### src/pfe_pkg.sv
// Package with shared constants and types for the postfix expression evaluator.
`timescale 1ns / 1ps

package pfe_pkg;

  // Stack geometry.
  localparam int unsigned StackDepth = 128;
  localparam int unsigned PtrW       = $clog2(StackDepth);
  localparam int unsigned CntW       = $clog2(StackDepth + 1);
  localparam int unsigned DataW      = 32;
  localparam int unsigned StepW      = $clog2(DataW);

  // Character codes.
  localparam logic [7:0] ChNul   = 8'h00;
  localparam logic [7:0] ChZero  = 8'h30;
  localparam logic [7:0] ChPlus  = 8'h2B;
  localparam logic [7:0] ChMinus = 8'h2D;
  localparam logic [7:0] ChStar  = 8'h2A;
  localparam logic [7:0] ChSlash = 8'h2F;
  localparam logic [7:0] ChPct   = 8'h25;
  localparam logic [7:0] ChLPar  = 8'h28;
  localparam logic [7:0] ChRPar  = 8'h29;

  // Control word from the sequencer to the divider.
  typedef struct packed {
    logic start;
    logic want_rem;
  } div_ctrl_t;

  // Status word from the divider back to the sequencer.
  typedef struct packed {
    logic busy;
    logic done;
  } div_stat_t;

endpackage

### src/pfe_div.sv
// Signed 32-bit divider that retires one quotient bit per cycle.
`timescale 1ns / 1ps

module pfe_div (
  input  logic                     clk_i,
  input  logic                     rst_ni,
  input  pfe_pkg::div_ctrl_t       ctrl_i,
  input  logic [pfe_pkg::DataW-1:0] dividend_i,
  input  logic [pfe_pkg::DataW-1:0] divisor_i,
  output pfe_pkg::div_stat_t       stat_o,
  output logic [pfe_pkg::DataW-1:0] result_o
);
  import pfe_pkg::*;

  logic             busy_q, busy_d;
  logic             done_q, done_d;
  logic [StepW-1:0] cnt_q, cnt_d;
  logic [DataW-1:0] rem_q, rem_d;
  logic [DataW-1:0] quo_q, quo_d;
  logic [DataW-1:0] dvs_q, dvs_d;
  logic             qneg_q, qneg_d;
  logic             rneg_q, rneg_d;
  logic             want_rem_q, want_rem_d;
  logic [DataW:0]   shifted;
  logic [DataW:0]   diff;

  // One restoring step: shift in the next dividend bit and try a subtract.
  assign shifted = {rem_q, quo_q[DataW-1]};
  assign diff    = shifted - {1'b0, dvs_q};

  always_comb begin
    busy_d     = busy_q;
    done_d     = 1'b0;
    cnt_d      = cnt_q;
    rem_d      = rem_q;
    quo_d      = quo_q;
    dvs_d      = dvs_q;
    qneg_d     = qneg_q;
    rneg_d     = rneg_q;
    want_rem_d = want_rem_q;
    if (ctrl_i.start) begin
      // Work on magnitudes; the most negative value stays correct as unsigned.
      busy_d     = 1'b1;
      cnt_d      = StepW'(DataW - 1);
      rem_d      = '0;
      quo_d      = dividend_i[DataW-1] ? (~dividend_i + 1'b1) : dividend_i;
      dvs_d      = divisor_i[DataW-1] ? (~divisor_i + 1'b1) : divisor_i;
      qneg_d     = dividend_i[DataW-1] ^ divisor_i[DataW-1];
      rneg_d     = dividend_i[DataW-1];
      want_rem_d = ctrl_i.want_rem;
    end else if (busy_q) begin
      if (!diff[DataW]) begin
        rem_d = diff[DataW-1:0];
        quo_d = {quo_q[DataW-2:0], 1'b1};
      end else begin
        rem_d = shifted[DataW-1:0];
        quo_d = {quo_q[DataW-2:0], 1'b0};
      end
      cnt_d = cnt_q - 1'b1;
      if (cnt_q == '0) begin
        busy_d = 1'b0;
        done_d = 1'b1;
      end
    end
  end

  always_ff @(posedge clk_i or negedge rst_ni) begin
    if (!rst_ni) begin
      busy_q <= 1'b0;
      done_q <= 1'b0;
      cnt_q  <= '0;
    end else begin
      busy_q <= busy_d;
      done_q <= done_d;
      cnt_q  <= cnt_d;
    end
  end

  always_ff @(posedge clk_i) begin
    rem_q      <= rem_d;
    quo_q      <= quo_d;
    dvs_q      <= dvs_d;
    qneg_q     <= qneg_d;
    rneg_q     <= rneg_d;
    want_rem_q <= want_rem_d;
  end

  // Apply the signs: quotient by both operands, remainder by the dividend.
  always_comb begin
    if (want_rem_q) begin
      result_o = rneg_q ? (~rem_q + 1'b1) : rem_q;
    end else begin
      result_o = qneg_q ? (~quo_q + 1'b1) : quo_q;
    end
  end

  assign stat_o.busy = busy_q;
  assign stat_o.done = done_q;

endmodule

### config.mk
export PLATFORM = sky130hd
export DESIGN_NAME = pfe_div
export DESIGN_NICKNAME = d
export VERILOG_FILES = /design/src/pfe_pkg.sv /design/src/pfe_div.sv
export SDC_FILE = /design/constraint.sdc
export NUM_CORES = 1
export LEC_CHECK = 0
export ABC_CLOCK_PERIOD_IN_PS = 4700
export BUFFER_PORTS_ARGS = -buffer_cell sky130_fd_sc_hd__buf_2
export CORE_UTILIZATION = 45
export DETAILED_ROUTE_END_ITERATION = 7
export PLACE_DENSITY = 0.68
export SLEW_MARGIN = 20
export SYNTH_ARGS = -nofsm -noshare
export SYNTH_HDL_FRONTEND = slang
export SYNTH_SLANG_ARGS = --single-unit
### constraint.sdc
create_clock -name clk_i -period 4.7 [get_ports clk_i]
set_clock_uncertainty 0.05 [all_clocks]
set_input_delay 0.235 -clock clk_i [delete_from_list [all_inputs] [get_ports clk_i]]
set_output_delay 0.235 -clock clk_i [all_outputs]
set_load 0.05 [all_outputs]
; Word-level counts from Yosys, hierarchy flattened
; Index checks and enable logic that the tools add are counted.
[classes]
addsub = 6
mux = 17
bitwise = 5
reduce_logical = 2
[op_table]
columns = cell, n
row1 = 32-bit 2-to-1 mux, 7
row2 = 32-bit by 1-bit adder with 32-bit output (second input constant), 4
row3 = 32-bit NOT, 4
row4 = 33-bit by 32-bit subtractor with 33-bit output, 1
row5 = 31-bit 2-to-1 mux, 1
row6 = 5-bit 2-to-1 mux, 2
row7 = 1-bit 2-to-1 mux, 7
row8 = 5-bit zero test, 1
row9 = 5-bit by 1-bit subtractor with 5-bit output (second input constant), 1
row10 = 2-bit nonzero test, 1
row11 = 1-bit XOR, 1
[word_totals]
regBits = 106
output_inout_bits = 34
word_cells = 40

; Logic depth before layout (Yosys ltp)
; Gate-level depths: netlist of the first run.
[depth]
word_depth = 4
mapped_depth = 14

; Least setup slack after synthesis of the first run
; OpenSTA, ideal clock, no wires.
[synth_path]
path_type = flip-flop to output port
from = reg rem_q[2]
to = out result_o[26] in the netlist's numbering
arrival_time_ps = 3555
required_time_ps = 4415
setup_slack_ps = 860
path_stages_with_launch = 10
path_buffers = 1
cell_sequence = dfxtp_1 > or3_4 > or3b_4 > or3_4 > or3_4 > or3_1 > buf_6 > o41ai_4 > xnor2_1 > a21oi_1
[synth_via]
elab_chain_len = 4
[synth_lines]
columns = item, line_no
row1 = from (decl), pfe_div.sv:18  ; logic [DataW-1:0] rem_q, rem_d;
row2 = from (signal assigned), pfe_div.sv:80  ; rem_q <= rem_d;
row3 = 32-bit NOT, pfe_div.sv:91  ; result_o = rneg_q ? (~rem_q + 1'b1) : rem_q;
row4 = 32-bit by 1-bit adder with 32-bit output, pfe_div.sv:91
row5 = 32-bit 2-to-1 mux, pfe_div.sv:91
row6 = 32-bit 2-to-1 mux, pfe_div.sv:90  ; if (want_rem_q) begin
row7 = to (decl), pfe_div.sv:11  ; output logic [pfe_pkg::DataW-1:0] result_o
; No other way between the ends.

; Worst setup path after layout of the first run
[layout_path]
from = reg quo_q[31]
to = reg rem_q[20]
[layout_via]
elab_chain_len = 2
[layout_lines]
columns = item, line_no
row1 = from (decl), pfe_div.sv:19  ; logic [DataW-1:0] quo_q, quo_d;
row2 = from (signal assigned), pfe_div.sv:81  ; quo_q <= quo_d;
row3 = 33-bit by 32-bit subtractor with 33-bit output, pfe_div.sv:29  ; assign diff = shifted - {1'b0, dvs_q};
row4 = 32-bit 2-to-1 mux, pfe_div.sv:52  ; if (!diff[DataW]) begin
; No other way between the ends.
; A chain may end at the register's enable or synchronous reset.

==> results.yml, run 1 <==
yosys:
  syn_inst: 1010
  yosys_warnings: 0
  synthDominantCellAreaShare_pct: 23.3
  synth_area_um2: 8620
  seq_area_frac_synth_pct: 32.8
  yosys_most_used_dff: "edfxtp_1"
  postSynthAreaPerCell_um2: 8.53
  syn-num-nets: 1117
  async_flop_share_pct: 6.60
  synth_cell_types: 63
  synth_edf_count: 67
  ys_seq_elements: 106
  synthTopCellsByArea: "edfxtp_1 23%, xnor2_1 8.5%, dfxtp_1 7.4%"
  yosysTopAreaCell: "edfxtp_1"
cts:
  cts_sinks: 106
  cts_tree: "built"
  cts_resized: 0
  cts_hold_buffers: 2
  insertion_delay_ns: 0.36
  cts_root_buf: "clkbuf_16"
  clkSlewWorstSetupHoldPaths_ns: 0.07
  post_cts_buffers: 0
  clock_path_buffers: 2
  numCtsBuffers: 9
  h-tree-depth: 3
critical_path:
  crit_path_cell_trace: "inv_1 > ha_1 > fa_1 > nand2b_1 > a21o_1 > a31oi_1 > a31oi_1 > o211ai_1 > a2111oi_0 > or3_1 > buf_4 > mux2_2 > a211oi_1"
  r2r-end: "rem_q[20]$_SDFFE_PP0P_"
  ff2ff_setup_slack_ns: 0.46
  crit_top_cell: "a31oi_1"
  slowest_stage: "a2111oi_0"
  cp-endpoint: "rem_q[20]$_SDFFE_PP0P_"
  crit_type: "reg2reg"
  rr_worst_depth: 13
  arrival_ns: 4.47
  crit_path_start: "quo_q[31]$_DFFE_PP_"
  cp_data_required_time_ns: 4.93
  path_max_fanout: 11
  critPathLaunchType: "flop"
  endpoint_kind: "flop"
  rr_startpoint: "quo_q[31]$_DFFE_PP_"
  slowest_delay_ns: 0.67
routing:
  via_count: 7451
  via_per_inst: 5.61
  wl_per_cell_um: 15.4
  drt_pass1_iterations: 5
  drcViolationCount: 0
  drt_wl_total_mm: 20.4
  wl_met1_mm: 9.20
  drtAntennaViolNets: 0
  route.met2.wl_mm: 10.2
  drt_iter0_drc: 407
  top_layer: "met4"
  wl_met3_um: 699
place:
  portBuffers: 101
  gp_congestion: 0.899
  placed_cells_incl_taps: 1310
  dp_hpwl_mm: 15.6
timing:
  setup_viol: 0
  maxSlewViolCount: 0
  fin_crit_ns: 4.24
  worst_slew_pin_slew_ns: 0.926
  fin_crit_sh_pct: 90.2
  holdWs_ns: 0.0998
  rsz0062_at_grt: "false"
  hold_viol: 0
  relSlewSlack_pct: 38.3
  setup-tns-final_ns: 0
  max_freq_mhz: 236
final_layout:
  post-route-util_pct: 51.2
  area_growth_pct: 11.5
  finalNonFillerCells: 1328
  final_layout_size_suffix_gt1_share_pct: 12.6
  diodes: 0
  num-nets-final: 1196
floorplanning:
  die_area_um2: 19700
  ios: 102
  rows: 50
  dieWidth_um: 140
  start_util_pct: 45.9
  coreArea_um2: 18800
  die_h_um: 140
global_route:
  antenna_found_initial: 0
  grt_pass1_wl_mm: 33.6
  track_usage_pct: 21.4
  gr-total-overflow: 0
  first_global_vias: 6984
  grt_max_degree: 65
hold_path:
  hp-class: "in2reg"
pwr:
  leakage_nw: 3.89
  p_per_area_nw_per_um2: 632
  vdd_drop_max_v: 0.000443
status:
  status: "complete, no violations"
run:
  cap_viol_max_count: 0
==> cell usage after synthesis (all sizes together) (7+ instances only) <==
master and instances:
a211oi 26, a21o 11, buf 11, nand2 82
xor2 64, o31ai 33, or3 32, a21oi 81
nor4 9, edfxtp 67, dfxtp 32, or4 14
clkbuf 33, inv 57, dfrtp 7, mux2i 27
nor2 101, ha 38, xnor2 84, nand3b 7
nand2b 13, o41ai 17, and3 7, o21a 7
o21ai 79
==> how the worst min path moves through the flow <==
stage          depth (start not counted)  slack (ns)              endpoint          from
2_1_floorplan                          0       -0.11      busy_q$_DFF_PN0_        rst_ni
3_3_place_gp                           1        0.02  cnt_q[2]$_DFFE_PN0P_        rst_ni
3_5_place_dp                           1        0.03  cnt_q[4]$_DFFE_PN0P_        rst_ni
4_1_cts                                1        0.09    dvs_q[0]$_DFFE_PP_  divisor_i[0]
5_1_grt                                1         0.1    dvs_q[0]$_DFFE_PP_  divisor_i[0]
6_report                               1         0.1    dvs_q[0]$_DFFE_PP_  divisor_i[0]
==> power breakdown <==
group          switching (mW)  internal [mW]  total, mW  leakage, nW
sequential              0.243           1.17       1.42         1.00
combinational            2.44           1.45       3.89         2.76
clock                   0.353          0.409      0.762        0.134
total                    3.04           3.03       6.07         3.89
==> placed cells by master (no fill, tap or decap), types with 3 or more instances in the layout <==
cell,netlist,routed
buf_4,2,10
xnor2_1,84,84
nor2_1,101,101
edfxtp_1,67,67
nor4_1,9,9
o211ai_1,5,5
buf_2,4,100
a21o_1,11,11
dfxtp_1,32,32
xor2_1,64,64
nand2b_1,13,13
o31ai_1,33,33
ha_1,38,38
clkbuf_16,0,9
inv_1,57,57
mux2i_1,27,27
nand2_1,82,82
or3_4,3,3
o21bai_1,3,3
nand3b_1,7,7
nor2b_1,6,6
a211oi_1,26,26
a21oi_1,81,81
nor3_1,6,6
o21ai_0,79,79
mux2_2,5,5
a31oi_1,4,4
nand3_1,5,5
dfrtp_1,7,7
and3_1,7,7
a21boi_0,5,5
or4_1,14,14
o21a_1,7,7
o41ai_1,16,16
or3_1,29,29
==> through the flow <==
step                area (um^2)  power (mW)  worst slack (ns)
floorplan                  8620        4.53             0.860
global placement           9300        5.26             0.700
detailed placement         9300        5.30             0.522
CTS                        9610        6.09             0.498
global route               9610        6.48             0.100
finish                     9610        6.07             0.458
==> critical path: cells and delay by family (launching register included) <==
kind / cells / cell delay, ns
adders and majority gates: 2 / 0.43
buffers and inverters: 2 / 0.39
DFF: 1 / 0.37
AOI/OAI and AO/OA: 6 / 1.87
and+or+nand+nor: 2 / 0.71
muxes: 1 / 0.34
==> layer usage <==
| layer | global-route usage [%] | vias to the layer above |
|---|---|---|
| li1 | - | 3812 |
| met1 | 26.1 | 3499 |
| met2 | 38.6 | 120 |
| met3 | 3.35 | 20 |
| met4 | 6.19 | 0 |
| met5 | 0 | - |
==> final cells by class <==
cell class	count	area (um^2)
Tap cell	234	293
Timing Repair Buffer	112	596
Fill cell	1837	9160
Clock buffer	10	229
Clock inverter	6	57.6
Multi-Input combinational cell	803	5390
Inverter	57	214
Sequential cell	106	2830
==> flip-flops by register name, summed over array words and instances (netlist names) <==
signal / cells
dvs_q: 32
quo_q: 32
rem_q: 32
cnt_q: 5
busy_q: 1
done_q: 1
qneg_q: 1
rneg_q: 1
want_rem_q: 1
==> cells by family after synthesis <==
| logic type | after synthesis | share of synthesized area (%) |
|---|---|---|
| AND/OR/NAND/NOR | 293 | 16.5 |
| AO/OA/AOI/OAI | 291 | 21.4 |
| XOR/XNOR | 148 | 15.0 |
| flip-flops | 106 | 32.8 |
| buffers and inverters | 101 | 4.63 |
| adder cells (fa/ha/maj) | 39 | 5.75 |
| multiplexers | 32 | 3.79 |
Power figures use the tool's default switching activity.
==> run 2: changes to the inputs <==
ABC_AREA = 1   (was unset)
PLACE_DENSITY = 0.67   (was 0.68)
==> run 2 against run 1 <==
  * Power decreased by 48%
  * Maximum frequency up 24%
  * Synthesized cell count grew 70%
  * Design area grew 19%
  * Combinational power fell by 68%
  * Critical path type is now reg2out
  * Largest cell class unchanged
==> results.yml, run 2 <==
global_route:
  grt_pass1_wl_mm: 49.4
  first_global_vias: 9866
  gr-total-overflow: 0
  track_usage_pct: 26.2
  grt_max_degree: 42
  antenna_found_initial: 0
timing:
  hold_viol: 0
  worst_slew_pin_slew_ns: 0.921
  relSlewSlack_pct: 37.8
  maxSlewViolCount: 0
  rsz0062_at_grt: "false"
  setup_viol: 0
  fin_crit_sh_pct: 72.6
  fin_crit_ns: 3.41
  setup-tns-final_ns: 0
  max_freq_mhz: 293
cts:
  post_cts_buffers: 0
  h-tree-depth: 3
  cts_root_buf: "clkbuf_16"
  clkSlewWorstSetupHoldPaths_ns: 0.08
  cts_sinks: 106
  cts_tree: "built"
  insertion_delay_ns: 0.38
  cts_resized: 0
  numCtsBuffers: 9
  clock_path_buffers: 2
pwr:
  intPower_mw: 1.81
  power_frac_seq_pct: 35.9
  swShare_pct: 43.2
  combPwrFrac_pct: 38.9
  power_mw: 3.18
  leakage_nw: 6.08
  p_clk_share_pct: 25.3
  switching_power_mw: 1.38
  vdd_drop_max_v: 0.000311
  p_per_area_nw_per_um2: 278
floorplanning:
  dieWidth_um: 154
  ios: 102
  rows: 55
  die_area_um2: 23700
  die_h_um: 154
  coreArea_um2: 22600
  start_util_pct: 45.9
routing:
  wl_per_cell_um: 14.5
  drt_iter0_drc: 1071
  drcViolationCount: 0
  via_per_inst: 5.23
  drtAntennaViolNets: 0
  drt_pass1_iterations: 5
  drt_wl_total_mm: 30.3
  via_count: 10900
critical_path:
  endpoint_kind: "output port"
  crit_type: "reg2out"
  cp_data_required_time_ns: 4.41
  arrival_ns: 3.13
  critPathLaunchType: "flop"
  path_max_fanout: 26
yosys:
  postSynthAreaPerCell_um2: 6.06
  synth_edf_count: 67
  synthTopCellsByArea: "edfxtp_1 19%, nand2_1 19%, inv_1 10%"
  synth_common_cells: "532 x nand2_1, 280 x inv_1, 171 x nor2_1, 145 x nand3_1, 119 x o21ai_0"
  synth.most_common_cell: "nand2_1"
  yosys_warnings: 0
  syn-num-nets: 1824
  yosysTopAreaCell: "edfxtp_1"
  synthDominantCellAreaShare_pct: 19.4
  seq_area_frac_synth_pct: 27.2
  yosys_most_used_dff: "edfxtp_1"
  synth_cell_types: 52
  syn_inst: 1717
  async_flop_share_pct: 6.60
  synth_area_um2: 10400
  ys_seq_elements: 106
final_layout:
  diodes: 0
  area_growth_pct: 10.1
  final_layout_size_suffix_gt1_share_pct: 9.49
  post-route-util_pct: 50.6
  final_cell_mix: "532 x nand2_1, 280 x inv_1, 169 x nor2_1, 145 x nand3_1, 119 x o21ai_0"
  final_common_cell: "nand2_1"
  num-nets-final: 1904
  largestRegisters: "dvs_q (32), quo_q (32), rem_q (32)"
place:
  portBuffers: 101
  gp_congestion: 0.923
  dp_hpwl_mm: 24.2
run:
  cap_viol_max_count: 0
status:
  status: "complete, no violations"
hold_path:
  hp-class: "in2reg"
==> run 2: area by class of cell <==
type	count	area, um^2
Fill cell	2359	11200
Timing Repair Buffer	111	588
Multi-Input combinational cell	1280	6290
Clock buffer	9	225
Inverter	289	1080
Sequential cell	106	2830
Clock inverter	7	83.8
Tap cell	285	357
==> run 2: layer usage <==
metal | vias to the layer above | share of wire (%) | global-route usage (%)
met1 | 4920 | 48 | 37.7
li1 | 5633 | - | -
met5 | - | 0 | 0
met3 | 27 | 5.9 | 3.27
met2 | 339 | 45 | 41.6
met4 | 0 | 1.4 | 5.86
==> run 2: per-stage QoR <==
step	hold slack [ns]	area, um^2	cells	setup slack [ns]
finish	0.128	11500	2087	1.29
global route	0.129	11500	2087	1.03
CTS	0.121	11500	2087	1.40
detailed placement	0.0271	11100	2068	1.78
global placement	0.0246	11100	2068	1.89
floorplan	-0.111	10400	1717	1.97
==> run 2: cell families after synthesis <==
logic type	share of synthesized area, %
buf+inv	12.4
xor+xnor	5.22
compound gates	11.6
mux	0.0963
simple gates	38.7
fa+ha+maj	4.77
flops	27.2
==> run 2: worst paths after layout <==
kind / endpoint / slack, ns / startpoint / cells past startpoint
worst max-delay path: result_o[25] / 1.29 / rneg_q$_DFFE_PP_ / 7
worst min-delay path: dvs_q[8]$_DFFE_PP_ / 0.13 / divisor_i[8] / 2
max in group asynchronous: done_q$_DFF_PN0_ / 4.27 / rst_ni / 2
worst min register to register: rem_q[2]$_SDFFE_PP0P_ / 0.43 / rem_q[2]$_SDFFE_PP0P_ / 2
min in group asynchronous: cnt_q[1]$_DFFE_PN0P_ / 0.16 / rst_ni / 2
worst max register to register: quo_q[0]$_DFFE_PP_ / 1.73 / quo_q[31]$_DFFE_PP_ / 15
==> run 2: power by group through the flow <==
| stage | registers (mW) | logic, mW | clock network [mW] |
|---|---|---|---|
| floorplan | 1.14 | 0.910 | 0 |
| global placement | 1.16 | 1.21 | 0 |
| detailed placement | 1.16 | 1.22 | 0 |
| CTS | 1.14 | 1.23 | 0.823 |
| global route | 1.15 | 1.36 | 0.857 |
| finish | 1.14 | 1.24 | 0.803 |
==> run 2: critical path: stages, from the launching register on <==
cell	delay, ns
edfxtp_1	0.89
clkinv_1	0.72
a21oi_1	0.54
nor2_1	0.08
nand2_1	0.07
nand3_1	0.10
nand2_1	0.09
buf_2	0.26
==> run 2: timing repair <==
item / 4_1_cts / 5_1_grt
endpoints found under the setup margin: 0 / 0
endpoints found under the hold margin: 9 / 0
hold buffers: 3 / 0
